==> src/rtl/core/tst_pkg.sv <==
package tst_pkg;

  localparam int unsigned TimeW = 32;
  localparam int unsigned IdW   = 15;
  localparam int unsigned DataW = 16;
  localparam int unsigned ElapW = 16;

  localparam logic [IdW-1:0] IdTop   = 15'h7FFF;
  localparam logic [IdW-1:0] IdFirst = 15'd1;

  typedef enum logic [1:0] {
    ACT_ADD     = 2'd0,
    ACT_REMOVE  = 2'd1,
    ACT_ADVANCE = 2'd2,
    ACT_NONE    = 2'd3
  } action_e;

  typedef enum logic [2:0] {
    KIND_ADDED     = 3'd0,
    KIND_FULL      = 3'd1,
    KIND_REMOVED   = 3'd2,
    KIND_NOT_FOUND = 3'd3,
    KIND_EXPIRED   = 3'd4,
    KIND_DONE      = 3'd5
  } kind_e;

  typedef enum logic [3:0] {
    S_IDLE,
    S_ADD_MV,
    S_ADD_NEW,
    S_RM_RD,
    S_RM_CHK,
    S_RM_MV,
    S_ADV_RD,
    S_ADV_WR,
    S_EX_RD,
    S_EX_CHK,
    S_EX_MV,
    S_MF_RD,
    S_MF_CMP,
    S_MF_SW,
    S_MF_W0,
    S_MF_W1
  } state_e;

  typedef struct packed {
    logic [TimeW-1:0] rem;
    logic [IdW-1:0]   id;
    logic [DataW-1:0] data;
  } entry_t;

endpackage

==> src/rtl/core/tst_if.sv <==
interface tst_in_if;
  import tst_pkg::*;
  logic             valid;
  logic             ready;
  logic [1:0]       action;
  logic [TimeW-1:0] delay_ticks;
  logic [DataW-1:0] user_data;
  logic [IdW-1:0]   target_id;
  logic [ElapW-1:0] elapsed_ticks;

  modport source (output valid, action, delay_ticks, user_data, target_id, elapsed_ticks,
                  input ready);
  modport sink (input valid, action, delay_ticks, user_data, target_id, elapsed_ticks,
                output ready);
endinterface

interface tst_out_if #(parameter int unsigned CNT_W = 5);
  import tst_pkg::*;
  logic             valid;
  logic             ready;
  logic [2:0]       kind;
  logic [IdW-1:0]   timer_id;
  logic [DataW-1:0] timer_data;
  logic [TimeW-1:0] next_due;
  logic [CNT_W-1:0] active_count;
  logic             last;

  modport source (output valid, kind, timer_id, timer_data, next_due, active_count, last,
                  input ready);
  modport sink (input valid, kind, timer_id, timer_data, next_due, active_count, last,
                output ready);
endinterface

==> src/rtl/core/tst_mem.sv <==
module tst_mem
  import tst_pkg::*;
#(
  parameter int unsigned Depth = 16,
  parameter int unsigned IdxW  = 4
) (
  input  logic            clk_i,
  input  logic            we_i,
  input  logic [IdxW-1:0] waddr_i,
  input  entry_t          wdata_i,
  input  logic [IdxW-1:0] raddr_i,
  output entry_t          rdata_o
);

  entry_t mem_q [Depth];
  entry_t rdata_q;

  always_ff @(posedge clk_i) begin
    if (we_i) begin
      mem_q[waddr_i] <= wdata_i;
    end
    rdata_q <= mem_q[raddr_i];
  end

  assign rdata_o = rdata_q;

endmodule

==> src/rtl/core/tst_cmp.sv <==
module tst_cmp
  import tst_pkg::*;
(
  input  logic [TimeW-1:0] a_i,
  input  logic [TimeW-1:0] b_i,
  output logic             lt_o,
  output logic [TimeW-1:0] sub_sat_o
);

  // One subtractor gives both the compare and the saturated difference.
  logic [TimeW:0] diff;

  assign diff      = {1'b0, a_i} - {1'b0, b_i};
  assign lt_o      = diff[TimeW];
  assign sub_sat_o = diff[TimeW] ? '0 : diff[TimeW-1:0];

endmodule

==> src/rtl/core/software_timer_table.sv <==
// An add that does not take slot 0 writes the new entry at the end when it is taken; one that
// does moves slot 0 to the end, then writes the new entry into slot 0. A remove searches the
// slots in turn and moves the last entry into the freed slot; when slot 0 goes, it rescans for
// the minimum and swaps it into slot 0. An advance runs a saturating subtract pass, a scan that
// swap-removes each expiry, and a re-selection of the minimum. One transaction at a time: the
// next one is taken the cycle after the final result is taken. The table memory, one write port
// and one registered read port, is read one entry per cycle. Each result waits until it is taken.
// Reset clears the count, the id counter (to one) and all control state; table contents are kept.
module software_timer_table
  import tst_pkg::*;
#(
  parameter int unsigned MAX_TIMERS = 16,
  parameter int unsigned CntW       = 5
) (
  input  logic       clk_i,
  input  logic       rst_ni,
  tst_in_if.sink     in_i,
  tst_out_if.source  out_o
);

  localparam int unsigned IdxW = (MAX_TIMERS > 1) ? $clog2(MAX_TIMERS) : 1;
  localparam logic [CntW-1:0] CntMax = CntW'(MAX_TIMERS);

  // Sequencer state and counters.
  state_e            state_q, state_d;
  logic [CntW-1:0]   count_q, count_d;
  logic [CntW-1:0]   idx_q, idx_d;
  logic [CntW-1:0]   zeros_q, zeros_d;
  logic [IdW-1:0]    last_id_q, last_id_d;
  logic [TimeW-1:0]  front_q, front_d;
  logic [TimeW-1:0]  minnz_q, minnz_d;
  entry_t            best_q, best_d;
  logic [IdxW-1:0]   best_idx_q, best_idx_d;
  logic              in_ready;

  // Latched transaction fields.
  action_e           act_q, act_d;
  logic [TimeW-1:0]  delay_q, delay_d;
  logic [DataW-1:0]  data_q, data_d;
  logic [IdW-1:0]    target_q, target_d;
  logic [ElapW-1:0]  elapsed_q, elapsed_d;
  entry_t            exp_q, exp_d;

  // Result register.
  logic              out_valid_q, out_valid_d;
  kind_e             out_kind_q, out_kind_d;
  logic [IdW-1:0]    out_id_q, out_id_d;
  logic [DataW-1:0]  out_data_q, out_data_d;
  logic [TimeW-1:0]  out_due_q, out_due_d;
  logic [CntW-1:0]   out_cnt_q, out_cnt_d;
  logic              out_last_q, out_last_d;
  state_e            ret_q, ret_d;

  // Memory port and shared unit.
  logic              mem_we;
  logic [IdxW-1:0]   mem_waddr, mem_raddr;
  entry_t            mem_wdata, rdata;
  logic [TimeW-1:0]  cmp_a, cmp_b, cmp_sub;
  logic              cmp_lt;

  logic              emit;
  kind_e             e_kind;
  logic [IdW-1:0]    e_id;
  logic [DataW-1:0]  e_data;
  logic [TimeW-1:0]  e_due;
  logic              e_last;
  state_e            e_ret;

  logic [CntW-1:0]   cnt_m1;
  logic [CntW-1:0]   zeros_m1;
  entry_t            new_e;

  tst_mem #(
    .Depth (MAX_TIMERS),
    .IdxW  (IdxW)
  ) u_mem (
    .clk_i   (clk_i),
    .we_i    (mem_we),
    .waddr_i (mem_waddr),
    .wdata_i (mem_wdata),
    .raddr_i (mem_raddr),
    .rdata_o (rdata)
  );

  tst_cmp u_cmp (
    .a_i       (cmp_a),
    .b_i       (cmp_b),
    .lt_o      (cmp_lt),
    .sub_sat_o (cmp_sub)
  );

  assign cnt_m1   = count_q - CntW'(1);
  assign zeros_m1 = zeros_q - CntW'(1);
  assign in_ready = (state_q == S_IDLE) && !out_valid_q;
  assign new_e    = '{rem: delay_q, id: last_id_q, data: data_q};

  always_comb begin
    state_d    = state_q;
    count_d    = count_q;
    idx_d      = idx_q;
    zeros_d    = zeros_q;
    last_id_d  = last_id_q;
    front_d    = front_q;
    minnz_d    = minnz_q;
    best_d     = best_q;
    best_idx_d = best_idx_q;
    act_d      = act_q;
    delay_d    = delay_q;
    data_d     = data_q;
    target_d   = target_q;
    elapsed_d  = elapsed_q;
    exp_d      = exp_q;
    ret_d      = ret_q;

    out_valid_d = out_valid_q;
    out_kind_d  = out_kind_q;
    out_id_d    = out_id_q;
    out_data_d  = out_data_q;
    out_due_d   = out_due_q;
    out_cnt_d   = out_cnt_q;
    out_last_d  = out_last_q;

    mem_we    = 1'b0;
    mem_waddr = idx_q[IdxW-1:0];
    mem_wdata = rdata;
    mem_raddr = idx_q[IdxW-1:0];
    cmp_a     = rdata.rem;
    cmp_b     = best_q.rem;

    emit   = 1'b0;
    e_kind = KIND_DONE;
    e_id   = '0;
    e_data = '0;
    e_due  = '0;
    e_last = 1'b1;
    e_ret  = S_IDLE;

    // While a result is held, the sequencer waits for it to be taken.
    if (out_valid_q) begin
      if (out_o.ready) begin
        out_valid_d = 1'b0;
        state_d     = ret_q;
      end
    end else begin
      unique case (state_q)
        S_IDLE: begin
          cmp_a = in_i.delay_ticks;
          cmp_b = front_q;
          if (in_i.valid) begin
            act_d     = action_e'(in_i.action);
            delay_d   = in_i.delay_ticks;
            data_d    = in_i.user_data;
            target_d  = in_i.target_id;
            elapsed_d = in_i.elapsed_ticks;
            idx_d     = '0;
            unique case (action_e'(in_i.action))
              ACT_ADD: begin
                if (count_q >= CntMax) begin
                  emit   = 1'b1;
                  e_kind = KIND_FULL;
                  e_due  = (count_q != '0) ? front_q : '0;
                end else begin
                  last_id_d = (last_id_q == IdTop) ? IdFirst : last_id_q + IdW'(1);
                  if (count_q == '0 || cmp_lt) begin
                    mem_raddr = '0;
                    state_d   = S_ADD_MV;
                  end else begin
                    mem_we    = 1'b1;
                    mem_waddr = count_q[IdxW-1:0];
                    mem_wdata = '{rem: in_i.delay_ticks, id: last_id_d, data: in_i.user_data};
                    count_d   = count_q + CntW'(1);
                    emit      = 1'b1;
                    e_kind    = KIND_ADDED;
                    e_id      = last_id_d;
                    e_due     = front_q;
                  end
                end
              end
              ACT_REMOVE: state_d = S_RM_RD;
              ACT_ADVANCE: begin
                zeros_d = '0;
                minnz_d = '1;
                state_d = S_ADV_RD;
              end
              default: state_d = S_IDLE;
            endcase
          end
        end

        // Add, earlier than the front: slot 0 moves to the end, unless the table is empty.
        S_ADD_MV: begin
          if (count_q != '0) begin
            mem_we    = 1'b1;
            mem_waddr = count_q[IdxW-1:0];
            mem_wdata = rdata;
          end
          state_d = S_ADD_NEW;
        end
        S_ADD_NEW: begin
          mem_we    = 1'b1;
          mem_waddr = '0;
          mem_wdata = new_e;
          count_d   = count_q + CntW'(1);
          front_d   = delay_q;
          emit      = 1'b1;
          e_kind    = KIND_ADDED;
          e_id      = last_id_q;
          e_due     = delay_q;
        end

        S_RM_RD: begin
          if (idx_q >= count_q) begin
            emit   = 1'b1;
            e_kind = KIND_NOT_FOUND;
            e_id   = target_q;
            e_due  = (count_q != '0) ? front_q : '0;
          end else begin
            state_d = S_RM_CHK;
          end
        end
        S_RM_CHK: begin
          if (rdata.id == target_q) begin
            mem_raddr = cnt_m1[IdxW-1:0];
            state_d   = S_RM_MV;
          end else begin
            idx_d   = idx_q + CntW'(1);
            state_d = S_RM_RD;
          end
        end
        S_RM_MV: begin
          mem_we  = 1'b1;
          count_d = cnt_m1;
          if (idx_q == '0 && cnt_m1 != '0) begin
            state_d = S_MF_RD;
          end else begin
            emit   = 1'b1;
            e_kind = KIND_REMOVED;
            e_id   = target_q;
            e_due  = (cnt_m1 != '0) ? front_q : '0;
          end
        end

        // Advance, first pass: saturating subtract, counting zeros and the nonzero minimum.
        S_ADV_RD: begin
          if (idx_q >= count_q) begin
            idx_d   = '0;
            state_d = S_EX_RD;
          end else begin
            state_d = S_ADV_WR;
          end
        end
        S_ADV_WR: begin
          cmp_b         = {{(TimeW-ElapW){1'b0}}, elapsed_q};
          mem_we        = 1'b1;
          mem_wdata     = rdata;
          mem_wdata.rem = cmp_sub;
          if (cmp_sub == '0) begin
            zeros_d = zeros_q + CntW'(1);
          end else if (cmp_sub < minnz_q) begin
            minnz_d = cmp_sub;
          end
          idx_d   = idx_q + CntW'(1);
          state_d = S_ADV_RD;
        end

        // Advance, second pass: swap-remove every expired entry in scan order.
        S_EX_RD: begin
          if (idx_q >= count_q) begin
            if (count_q != '0) begin
              idx_d   = '0;
              state_d = S_MF_RD;
            end else begin
              emit   = 1'b1;
              e_kind = KIND_DONE;
            end
          end else begin
            state_d = S_EX_CHK;
          end
        end
        S_EX_CHK: begin
          if (rdata.rem == '0) begin
            exp_d     = rdata;
            mem_raddr = cnt_m1[IdxW-1:0];
            state_d   = S_EX_MV;
          end else begin
            idx_d   = idx_q + CntW'(1);
            state_d = S_EX_RD;
          end
        end
        S_EX_MV: begin
          mem_we  = 1'b1;
          count_d = cnt_m1;
          zeros_d = zeros_m1;
          emit    = 1'b1;
          e_kind  = KIND_EXPIRED;
          e_id    = exp_q.id;
          e_data  = exp_q.data;
          e_due   = (zeros_m1 != '0 || cnt_m1 == '0) ? '0 : minnz_q;
          e_last  = 1'b0;
          e_ret   = S_EX_RD;
        end

        // Minimum re-selection: scan all occupied slots, then swap the earliest into slot 0.
        S_MF_RD: state_d = S_MF_CMP;
        S_MF_CMP: begin
          if (idx_q == '0 || cmp_lt) begin
            best_d     = rdata;
            best_idx_d = idx_q[IdxW-1:0];
          end
          if (idx_q == cnt_m1) begin
            state_d = S_MF_SW;
          end else begin
            idx_d   = idx_q + CntW'(1);
            state_d = S_MF_RD;
          end
        end
        S_MF_SW: begin
          if (best_idx_q == '0) begin
            front_d = best_q.rem;
            emit    = 1'b1;
            e_kind  = (act_q == ACT_REMOVE) ? KIND_REMOVED : KIND_DONE;
            e_id    = (act_q == ACT_REMOVE) ? target_q : '0;
            e_due   = best_q.rem;
          end else begin
            mem_raddr = '0;
            state_d   = S_MF_W0;
          end
        end
        S_MF_W0: begin
          mem_we    = 1'b1;
          mem_waddr = best_idx_q;
          mem_wdata = rdata;
          state_d   = S_MF_W1;
        end
        S_MF_W1: begin
          mem_we    = 1'b1;
          mem_waddr = '0;
          mem_wdata = best_q;
          front_d   = best_q.rem;
          emit      = 1'b1;
          e_kind    = (act_q == ACT_REMOVE) ? KIND_REMOVED : KIND_DONE;
          e_id      = (act_q == ACT_REMOVE) ? target_q : '0;
          e_due     = best_q.rem;
        end
        default: state_d = S_IDLE;
      endcase

      if (emit) begin
        out_valid_d = 1'b1;
        out_kind_d  = e_kind;
        out_id_d    = e_id;
        out_data_d  = e_data;
        out_due_d   = e_due;
        out_cnt_d   = count_d;
        out_last_d  = e_last;
        ret_d       = e_ret;
      end
    end
  end

  always_ff @(posedge clk_i or negedge rst_ni) begin
    if (!rst_ni) begin
      state_q     <= S_IDLE;
      count_q     <= '0;
      last_id_q   <= IdFirst;
      out_valid_q <= 1'b0;
      ret_q       <= S_IDLE;
      idx_q       <= '0;
      zeros_q     <= '0;
    end else begin
      state_q     <= state_d;
      count_q     <= count_d;
      last_id_q   <= last_id_d;
      out_valid_q <= out_valid_d;
      ret_q       <= ret_d;
      idx_q       <= idx_d;
      zeros_q     <= zeros_d;
    end
  end

  always_ff @(posedge clk_i) begin
    front_q    <= front_d;
    minnz_q    <= minnz_d;
    best_q     <= best_d;
    best_idx_q <= best_idx_d;
    act_q      <= act_d;
    delay_q    <= delay_d;
    data_q     <= data_d;
    target_q   <= target_d;
    elapsed_q  <= elapsed_d;
    exp_q      <= exp_d;
    out_kind_q <= out_kind_d;
    out_id_q   <= out_id_d;
    out_data_q <= out_data_d;
    out_due_q  <= out_due_d;
    out_cnt_q  <= out_cnt_d;
    out_last_q <= out_last_d;
  end

  assign in_i.ready         = in_ready;
  assign out_o.valid        = out_valid_q;
  assign out_o.kind         = out_kind_q;
  assign out_o.timer_id     = out_id_q;
  assign out_o.timer_data   = out_data_q;
  assign out_o.next_due     = out_due_q;
  assign out_o.active_count = out_cnt_q;
  assign out_o.last         = out_last_q;

  // The table never holds more timers than it has slots.
  assert property (@(posedge clk_i) disable iff (!rst_ni) count_q <= CntMax)
    else $error("timer count exceeds table size");

  // A new transaction is never taken while a result is still pending.
  assert property (@(posedge clk_i) disable iff (!rst_ni) !(in_ready && out_valid_q))
    else $error("input accepted with a result pending");

  // The id counter never produces the reserved id zero.
  assert property (@(posedge clk_i) disable iff (!rst_ni) last_id_q != '0)
    else $error("id counter reached zero");

  // Each expiry is followed by more results; the closing result of an advance ends it.
  assert property (@(posedge clk_i) disable iff (!rst_ni)
    (out_valid_q && out_kind_q == KIND_EXPIRED) |-> !out_last_q)
    else $error("expiry marked as final result");

endmodule
==> src/flat_wrapper.sv <==
// flat-port wrapper written by rule: the top's interface ports become plain ports
module software_timer_table_flat import tst_pkg::*;
#(
  parameter int unsigned MAX_TIMERS = 16,
  parameter int unsigned CntW       = 5
)
  (clk_i, rst_ni, in_i_valid, in_i_action, in_i_delay_ticks, in_i_user_data, in_i_target_id, in_i_elapsed_ticks, in_i_ready, out_o_valid, out_o_kind, out_o_timer_id, out_o_timer_data, out_o_next_due, out_o_active_count, out_o_last, out_o_ready);
  tst_in_if in_i_i ();
  tst_out_if out_o_i ();
  input  logic clk_i;
  input  logic rst_ni;
  input wire logic [$bits(in_i_i.valid)-1:0] in_i_valid;
  input wire logic [$bits(in_i_i.action)-1:0] in_i_action;
  input wire logic [$bits(in_i_i.delay_ticks)-1:0] in_i_delay_ticks;
  input wire logic [$bits(in_i_i.user_data)-1:0] in_i_user_data;
  input wire logic [$bits(in_i_i.target_id)-1:0] in_i_target_id;
  input wire logic [$bits(in_i_i.elapsed_ticks)-1:0] in_i_elapsed_ticks;
  output wire logic [$bits(in_i_i.ready)-1:0] in_i_ready;
  output wire logic [$bits(out_o_i.valid)-1:0] out_o_valid;
  output wire logic [$bits(out_o_i.kind)-1:0] out_o_kind;
  output wire logic [$bits(out_o_i.timer_id)-1:0] out_o_timer_id;
  output wire logic [$bits(out_o_i.timer_data)-1:0] out_o_timer_data;
  output wire logic [$bits(out_o_i.next_due)-1:0] out_o_next_due;
  output wire logic [$bits(out_o_i.active_count)-1:0] out_o_active_count;
  output wire logic [$bits(out_o_i.last)-1:0] out_o_last;
  input wire logic [$bits(out_o_i.ready)-1:0] out_o_ready;
  assign in_i_i.valid = in_i_valid;
  assign in_i_i.action = in_i_action;
  assign in_i_i.delay_ticks = in_i_delay_ticks;
  assign in_i_i.user_data = in_i_user_data;
  assign in_i_i.target_id = in_i_target_id;
  assign in_i_i.elapsed_ticks = in_i_elapsed_ticks;
  assign in_i_ready = in_i_i.ready;
  assign out_o_valid = out_o_i.valid;
  assign out_o_kind = out_o_i.kind;
  assign out_o_timer_id = out_o_i.timer_id;
  assign out_o_timer_data = out_o_i.timer_data;
  assign out_o_next_due = out_o_i.next_due;
  assign out_o_active_count = out_o_i.active_count;
  assign out_o_last = out_o_i.last;
  assign out_o_i.ready = out_o_ready;
  software_timer_table #(.MAX_TIMERS(MAX_TIMERS), .CntW(CntW)) u_core (.clk_i(clk_i), .rst_ni(rst_ni), .in_i(in_i_i), .out_o(out_o_i));
endmodule
==> config.mk <==
export PLATFORM = sky130hd
export DESIGN_NAME = software_timer_table_flat
export DESIGN_NICKNAME = d
export VERILOG_FILES = /design/src/rtl/core/tst_pkg.sv /design/src/rtl/core/tst_if.sv /design/src/rtl/core/tst_mem.sv /design/src/rtl/core/tst_cmp.sv /design/src/rtl/core/software_timer_table.sv /design/src/flat_wrapper.sv
export SDC_FILE = /design/constraint.sdc
export NUM_CORES = 2
export LEC_CHECK = 0
export ABC_CLOCK_PERIOD_IN_PS = 11600
export BUFFER_PORTS_ARGS = -buffer_cell sky130_fd_sc_hd__buf_2
export CELL_PAD_IN_SITES_DETAIL_PLACEMENT = 2
export CELL_PAD_IN_SITES_GLOBAL_PLACEMENT = 2
export CORE_ASPECT_RATIO = 1.4
export CORE_MARGIN = 1
export CORE_UTILIZATION = 29
export CTS_BUF_LIST = sky130_fd_sc_hd__clkbuf_4 sky130_fd_sc_hd__clkbuf_8 sky130_fd_sc_hd__clkbuf_16
export DETAILED_ROUTE_END_ITERATION = 10
export PLACE_DENSITY_LB_ADDON = 0.1
export SLEW_MARGIN = 5
export SYNTH_ARGS = -nofsm -noshare
export SYNTH_HDL_FRONTEND = slang
export SYNTH_SLANG_ARGS = --single-unit
==> constraint.sdc <==
create_clock -name clk_i -period 11.6 [get_ports clk_i]
set_input_delay 2.9 -clock clk_i [delete_from_list [all_inputs] [get_ports clk_i]]
set_output_delay 2.9 -clock clk_i [all_outputs]
set_load 0.05 [all_outputs]
Word-level counts from Yosys, hierarchy flattened
Memories as Yosys holds them, arrays and structs flattened. A register that Yosys moved wholly into a read port is not among the register bits. Cells that the tools add are included.

Memories: 1. Latch bits: 0. Logic and storage cells: 237. Output and inout port bits: 74. Memory bits (writable): 1008. Register bits after elaboration: 354. Bits of input ports: 85. ROM bits: 0.

Shift operators: 0. Bitwise operators: 2. Add/subtract/negate cells: 7. Magnitude comparators: 3. Multipliers: 0. Eq/ne operators: 41. Div/mod/pow operators: 0. Multiplexer cells: 121. Reduce and logical (&&, ||, !) cells: 36.

Memory list: u_core.u_mem.mem_q (words 16, width 63, read ports 1, clocked after Yosys merged registers in 1, write ports 1, RTL line tst_mem.sv:15) `entry_t mem_q [Depth];`.

Operator list (count): 2-to-1 mux 32 bit (19); 2-to-1 mux 63 bit (5); one-hot mux 63 bit (4 select lines) (1); one-hot mux 32 bit (7 select lines) (1); 2-to-1 mux 15 bit (9); one-hot mux 32 bit (2 select lines) (2); one-hot mux 15 bit (7 select lines) (1); 2-to-1 mux 4 bit (26); one-hot mux 32 bit (3 select lines) (1); 2-to-1 mux 5 bit (14); zero test 32 bit (2); one-hot mux 4 bit (13 select lines) (1); one-hot mux 5 bit (7 select lines) (1); subtractor 32 x 32 -> 33 bit (1); == test 4 bit, second input constant (8); less-than comparator 32 bit (1); one-hot mux 4 bit (4 select lines) (2); 2-to-1 mux 3 bit (10); one-hot mux 5 bit (3 select lines) (2); 2-to-1 mux 1 bit (21); one-hot mux 3 bit (7 select lines) (1); AND reduction 9 bit (2); == test 4 x 3 -> 1 bit, second input constant (4); adder 15 x 1 -> 15 bit, second input constant (1); 39 further kinds (74).

Logic depth before layout (Yosys ltp)
Depth after elaboration: 13. Depth in mapped cells: 31. Mapped depth without buffers: 26.

Cells and area by module
Synthesis repeated with hierarchy kept, for this count alone.

Cells, all modules: 3508. Area total of the unflattened synthesis: 59146.7 µm².

By module, submodules not included: tst_mem (instances 1, area each 38989.9 µm², cells an instance 1622, seq. area each 31530.2 µm²); software_timer_table (instances 1, area each 18138.6 µm², cells an instance 1571, seq. area each 10361.2 µm²); tst_cmp (instances 1, area each 2018.2 µm², cells an instance 315, seq. area each 0.0 µm²).

Worst setup path before layout
Ideal clock, no wire load.

Path type: input port to flip-flop. Start point: input port in_i_delay_ticks[25]. End point: register u_core.best_idx_q[0] (enable). Library setup time: 0.592 ns. Stages on the path: 11. Data required time: 11.008 ns. Arrival: 9.731 ns. Path slack: 1.276 ns. Path buffers: 3. Cell sequence: mux2_2 -> ha_1 -> clkbuf_1 -> a21oi_1 -> o21ai_0 -> a221o_1 -> a21oi_1 -> a21bo_2 -> buf_2 -> clkbuf_1 -> a211oi_1.

Cells in the longest elaborated chain, start to end: 5.

RTL lines: start: declaration (RTL line flat_wrapper.sv:14) `input wire logic [$bits(in_i_i.delay_ticks)-1:0] in_i_delay_ticks;`; 2-to-1 mux 32 bit (RTL line software_timer_table.sv:145) `unique case (state_q)`; 2-to-1 mux 32 bit (RTL line software_timer_table.sv:139) `if (out_valid_q) begin`; subtractor 32 x 32 -> 33 bit (RTL line tst_cmp.sv:13) `assign diff = {1'b0, a_i} - {1'b0, b_i};`; logical OR 1 bit (RTL line software_timer_table.sv:306) `if (idx_q == '0 || cmp_lt) begin`; AND reduction 3 bit (no source line); end signal: assignment (RTL line software_timer_table.sv:385) `best_idx_q <= best_idx_d;`; end: declaration (RTL line software_timer_table.sv:33) `logic [IdxW-1:0] best_idx_q, best_idx_d;`.

No other way between the ends. A chain may end at the register's enable or synchronous reset.

Worst setup path after layout
Start point: register u_core.state_q[1]. End point: memory u_core.u_mem.mem_q[11][16] (netlist name) (enable).

Cells in the longest elaborated chain, start to end: 13. Elaborated cells on any way between the ends: 30. Those cells by class: add/sub: 1; eq/ne: 7; mux: 18; reduce/logical: 4.

RTL lines: start: declaration (RTL line software_timer_table.sv:25) `state_e state_q, state_d;`; start signal: assignment (RTL line software_timer_table.sv:371) `state_q <= state_d;`; == test 4 x 3 -> 1 bit / zero test 4 bit (equally long branches) (RTL line software_timer_table.sv:145); one-hot mux 32 bit (2 select lines) / 2-to-1 mux 32 bit (equally long branches) (RTL line software_timer_table.sv:145); 2-to-1 mux 32 bit (RTL line software_timer_table.sv:139); subtractor 32 x 32 -> 33 bit (RTL line tst_cmp.sv:13); logical OR 1 bit (RTL line software_timer_table.sv:164) `if (count_q == '0 || cmp_lt) begin`; 2-to-1 mux 1 bit (RTL line software_timer_table.sv:164); 2-to-1 mux 1 bit (RTL line software_timer_table.sv:158) `if (count_q >= CntMax) begin`; 2-to-1 mux 1 bit (RTL line software_timer_table.sv:156) `unique case (action_e'(in_i.action))`; 2-to-1 mux 1 bit (RTL line software_timer_table.sv:149) `if (in_i.valid) begin`; one-hot mux 1 bit (3 select lines) (RTL line software_timer_table.sv:145); 2-to-1 mux 1 bit (RTL line software_timer_table.sv:139); 2-to-1 mux 1 bit (RTL line tst_mem.sv:19) `if (we_i) begin`; 2-to-1 mux 1 bit (implied by the code) (RTL line tst_mem.sv:20) `mem_q[waddr_i] <= wdata_i;`; end: declaration (RTL line tst_mem.sv:15).

Parallel ways exist; a longest one is shown, timed or not.

==> results.py <==
metrics = {
    "outcome": {
        "run_status": "complete, no violations",
    },
    "logic_synthesis": {
        "synth_area_per_cell_um2": 12.8,
        "synthCells": 4779,
        "synthDistinctLibCells": 83,
        "synth_enable_flop_cells": 1323,
        "synth.ff_latch_count": 1422,
        "synthTopCellsByCount": "sky130_fd_sc_hd__edfxtp_1 (1323), sky130_fd_sc_hd__nand2_1 (1065), sky130_fd_sc_hd__a21oi_1 (314), sky130_fd_sc_hd__mux2i_1 (257), sky130_fd_sc_hd__nand3_1 (229)",
        "netlist_area_um2": 60900,
        "netlist.area_leader.share": 0.652,
        "synth_area_leader": "sky130_fd_sc_hd__edfxtp_1",
        "synth_most_common_cell": "sky130_fd_sc_hd__edfxtp_1",
        "postSynthNetCount": 4946,
        "netlist_top_cells_area": "sky130_fd_sc_hd__edfxtp_1 (65%), sky130_fd_sc_hd__nand2_1 (6.6%), sky130_fd_sc_hd__mux2i_1 (4.2%), sky130_fd_sc_hd__a21oi_1 (2.6%), sky130_fd_sc_hd__dfxtp_1 (2.1%)",
        "async_flop_share": 0.0253,
        "yosys_warnings": 0,
        "synth-seq-area-share": 0.687,
        "synthFlopType": "sky130_fd_sc_hd__edfxtp_1",
    },
    "floorplan": {
        "chipHeight_um": 544,
        "initial_core_util": 0.293,
        "fp-row-count": 198,
        "die_area_um2": 212000,
        "core_area_um2": 208000,
        "dieWidth_um": 389,
        "boundaryPins": 159,
    },
    "cts": {
        "clk_path_buf_depth": 4,
        "cts_num_sinks": 1422,
        "cts_inserted_buffers": 165,
        "post_cts_resized": 0,
        "cts_setup_buffers": 0,
        "cts.htree.levels": 4,
        "cts_root_buf": "sky130_fd_sc_hd__clkbuf_16",
        "clk_transition_reported_paths_ns": 0.06,
        "tritoncts": "done",
        "postCtsHoldBufs": 0,
        "clk-insertion-delay-late_ns": 0.82,
    },
    "min_path": {
        "holdPathStages": 0,
        "holdPathEnd": "u_core.exp_q[15]$_DFFE_PP_",
        "hold_start": "u_core.u_mem.rdata_o[15]$_DFF_P_",
        "hold_path.class": "reg2reg",
    },
    "grt": {
        "global_route.overflow_total": 0,
        "first_global_vias": 44700,
        "grt_pass1_wl_mm": 317,
        "grt_start_max_net_pins": 118,
        "grtUsageTotal": 0.204,
        "antenna_found_initial": 6,
    },
    "final_layout": {
        "postLayoutCoreUtil": 0.342,
        "drive_above_1_share": 0.137,
        "count_of_filler_cells_inserted_in_the_layout": 21500,
        "flow.area_growth_from_synthesis_pct": 17.0,
        "design.final.nets": 5147,
        "fin_area_um2": 71300,
    },
    "timing": {
        "post_route_minimum_period_ns": 8.66,
        "tightest_slew_ns": 1.27,
        "hold_viol_final": 0,
        "setup_viol": 0,
        "timing.fmax_mhz": 115,
        "relSlewSlack": 0.151,
        "setup_tns_ns": 0,
        "finClkSkew_ns": 0.0489,
        "rsz0062_at_grt": "no",
        "min_period_over_period": 0.747,
        "report.final.slew_viol_count": 0,
        "fin_ws_ns": 2.94,
    },
    "route": {
        "vias": 40500,
        "detail_route.first_pass.iterations": 6,
        "route.final.wire_length_mm": 218,
        "post-route-drc-count": 0,
        "routed_wire_length_per_instance_um": 27.6,
        "route.detailed.vias_per_inst": 5.13,
        "drtAntennaViolNets": 0,
        "drt_iter0_drc": 2442,
    },
    "setup_path": {
        "worstReg2RegStart": "u_core.state_q[1]$_DFFE_PN0P_",
        "worst_r2r_path_depth": 19,
        "worstSetupPathType": "reg2reg",
        "setup.worst_path.end_class": "flop",
        "critPathRequiredTime_ns": 12.05,
        "timing.critical_path.fanout_max": 42,
        "crit_arrival_ns": 9.12,
        "crit-reg2reg-capture": "u_core.u_mem.mem_q[11][16]$_DFFE_PP_",
        "setup.reg_to_reg.worst_slack_ns": 2.94,
        "timing.critical_path.from_type": "flop",
    },
    "place": {
        "numPortBuffers": 158,
        "dpl_worst_slack_ns": 2.34,
        "dp.final_hpwl_mm": 137,
        "gpl.final_weighted_congestion": 0.864,
        "post_dp_cell_area_um2": 66000,
    },
    "job": {
        "drv.max_cap_violation_count": 0,
    },
    "power_and_ir_drop": {
        "pwr_density_cell_nw_per_um2": 315,
        "irDropWorstVdd_mv": 0.187,
        "power.leakage_nw": 25.9,
    },
}
[report_power, final]
part	internal (mW)	total, mW	switching [mW]
clock	3.09	5.21	2.12
combinational	2.66	9.36	6.70
sequential	7.46	7.90	0.432
[sequential cells by signal, summed over array words and instances (netlist names), 5 cells and up]
register,count
u_core.u_mem.mem_q,1008
u_core.best_q,63
u_core.u_mem.rdata_o,63
u_core.delay_q,32
u_core.front_q,32
u_core.minnz_q,32
u_core.out_o.next_due,32
u_core.exp_q,31
u_core.data_q,16
u_core.elapsed_q,16
u_core.out_o.timer_data,16
u_core.last_id_q,15
u_core.out_o.timer_id,15
u_core.target_q,15
u_core.count_q,5
u_core.idx_q,5
u_core.out_o.active_count,5
u_core.zeros_q,5
[cell usage in the layout (no fill, tap or decap), drive strengths merged, types with 24 or more instances in the layout]
| cell type | count |
|---|---|
| a21oi | 314 |
| nor2 | 195 |
| mux2i | 257 |
| a21o | 28 |
| a222oi | 32 |
| dfrtp | 35 |
| a221oi | 48 |
| mux2 | 67 |
| a22oi | 50 |
| clkinv | 51 |
| ha | 81 |
| nand3 | 229 |
| clkbuf | 223 |
| xnor2 | 45 |
| a2111oi | 70 |
| dfxtp | 63 |
| nand2 | 1065 |
| buf | 313 |
| inv | 62 |
| and2 | 27 |
| nand4 | 24 |
| o21ai | 168 |
| edfxtp | 1323 |
[per-stage QoR]
stage          hold WS, ns  cells  power, mW
6_report             0.463   7904       22.5
4_1_cts              0.466   7903       22.9
3_5_place_dp         0.457   7613       17.5
5_1_grt              0.483   7904       23.7
2_1_floorplan        0.425   4779       13.4
3_3_place_gp         0.470   7613       17.5
[worst max-delay path by stage]
| stage | from | end |
|---|---|---|
| after detailed placement | in_i_delay_ticks[20] | u_core.u_mem.mem_q[11][41]$_DFFE_PP_ |
| after CTS | u_core.state_q[1]$_DFFE_PN0P_ | u_core.u_mem.mem_q[11][46]$_DFFE_PP_ |
| final | u_core.state_q[1]$_DFFE_PN0P_ | u_core.u_mem.mem_q[11][16]$_DFFE_PP_ |
| after global placement | in_i_delay_ticks[23] | u_core.minnz_q[12]$_SDFFCE_PN1P_ |
| after global routing | u_core.state_q[0]$_DFFE_PN0P_ | u_core.minnz_q[5]$_SDFFCE_PN1P_ |
| after floorplan | in_i_delay_ticks[25] | u_core.best_idx_q[0]$_DFFE_PP_ |
[worst max-delay path: stages (launching register included)]
cell                      delay (ns)
sky130_fd_sc_hd__dfrtp_1        0.36
sky130_fd_sc_hd__buf_4          0.23
sky130_fd_sc_hd__nor2_1         0.28
sky130_fd_sc_hd__nand2_1        0.39
sky130_fd_sc_hd__nor2_4         0.42
sky130_fd_sc_hd__buf_4          0.62
sky130_fd_sc_hd__mux2_2         0.41
sky130_fd_sc_hd__ha_1           0.53
sky130_fd_sc_hd__nand4_1        0.32
sky130_fd_sc_hd__nor4_1         0.50
sky130_fd_sc_hd__inv_1          0.07
sky130_fd_sc_hd__o21ai_0        0.37
sky130_fd_sc_hd__buf_4          0.23
sky130_fd_sc_hd__a21bo_2        0.55
sky130_fd_sc_hd__and3_4         0.75
sky130_fd_sc_hd__a21o_1         0.22
sky130_fd_sc_hd__a22oi_1        0.11
sky130_fd_sc_hd__or3_1          0.59
sky130_fd_sc_hd__nor2_4         0.81
sky130_fd_sc_hd__buf_12         0.38
[kinds of logic (layout without fill, tap and decap cells)]
family,after synthesis,count (layout),synth area share
AOI/OAI and AO/OA,877,877,0.0949
muxes,324,324,0.0546
other,0,1,0
adders and majority gates,82,82,0.0170
xor gates and xnor gates,63,63,0.00905
buffers and inverters,341,665,0.0217
DFF,1422,1422,0.687
and+or+nand+nor,1670,1670,0.115
[layer usage]
metal,GRT usage,vias up,share of wire
met3,0.0206,293,0.028
li1,-,18200,-
met1,0.252,21300,0.43
met5,0,-,0
met4,0.0556,0,0.025
met2,0.373,692,0.52
[area by class of cell]
cell class	instances	area [um2]	area share
Clock inverter	67	606	0.00849
Inverter	62	235	0.00330
Sequential cell	1422	41900	0.587
Clock buffer	223	4720	0.0662
Tap cell	2800	3500	0.0491
Timing Repair Buffer	313	2270	0.0318
Antenna cell	1	2.50	0.0000351
Multi-Input combinational cell	3016	18100	0.254
Note: power is estimated with default switching activity, not from simulation.
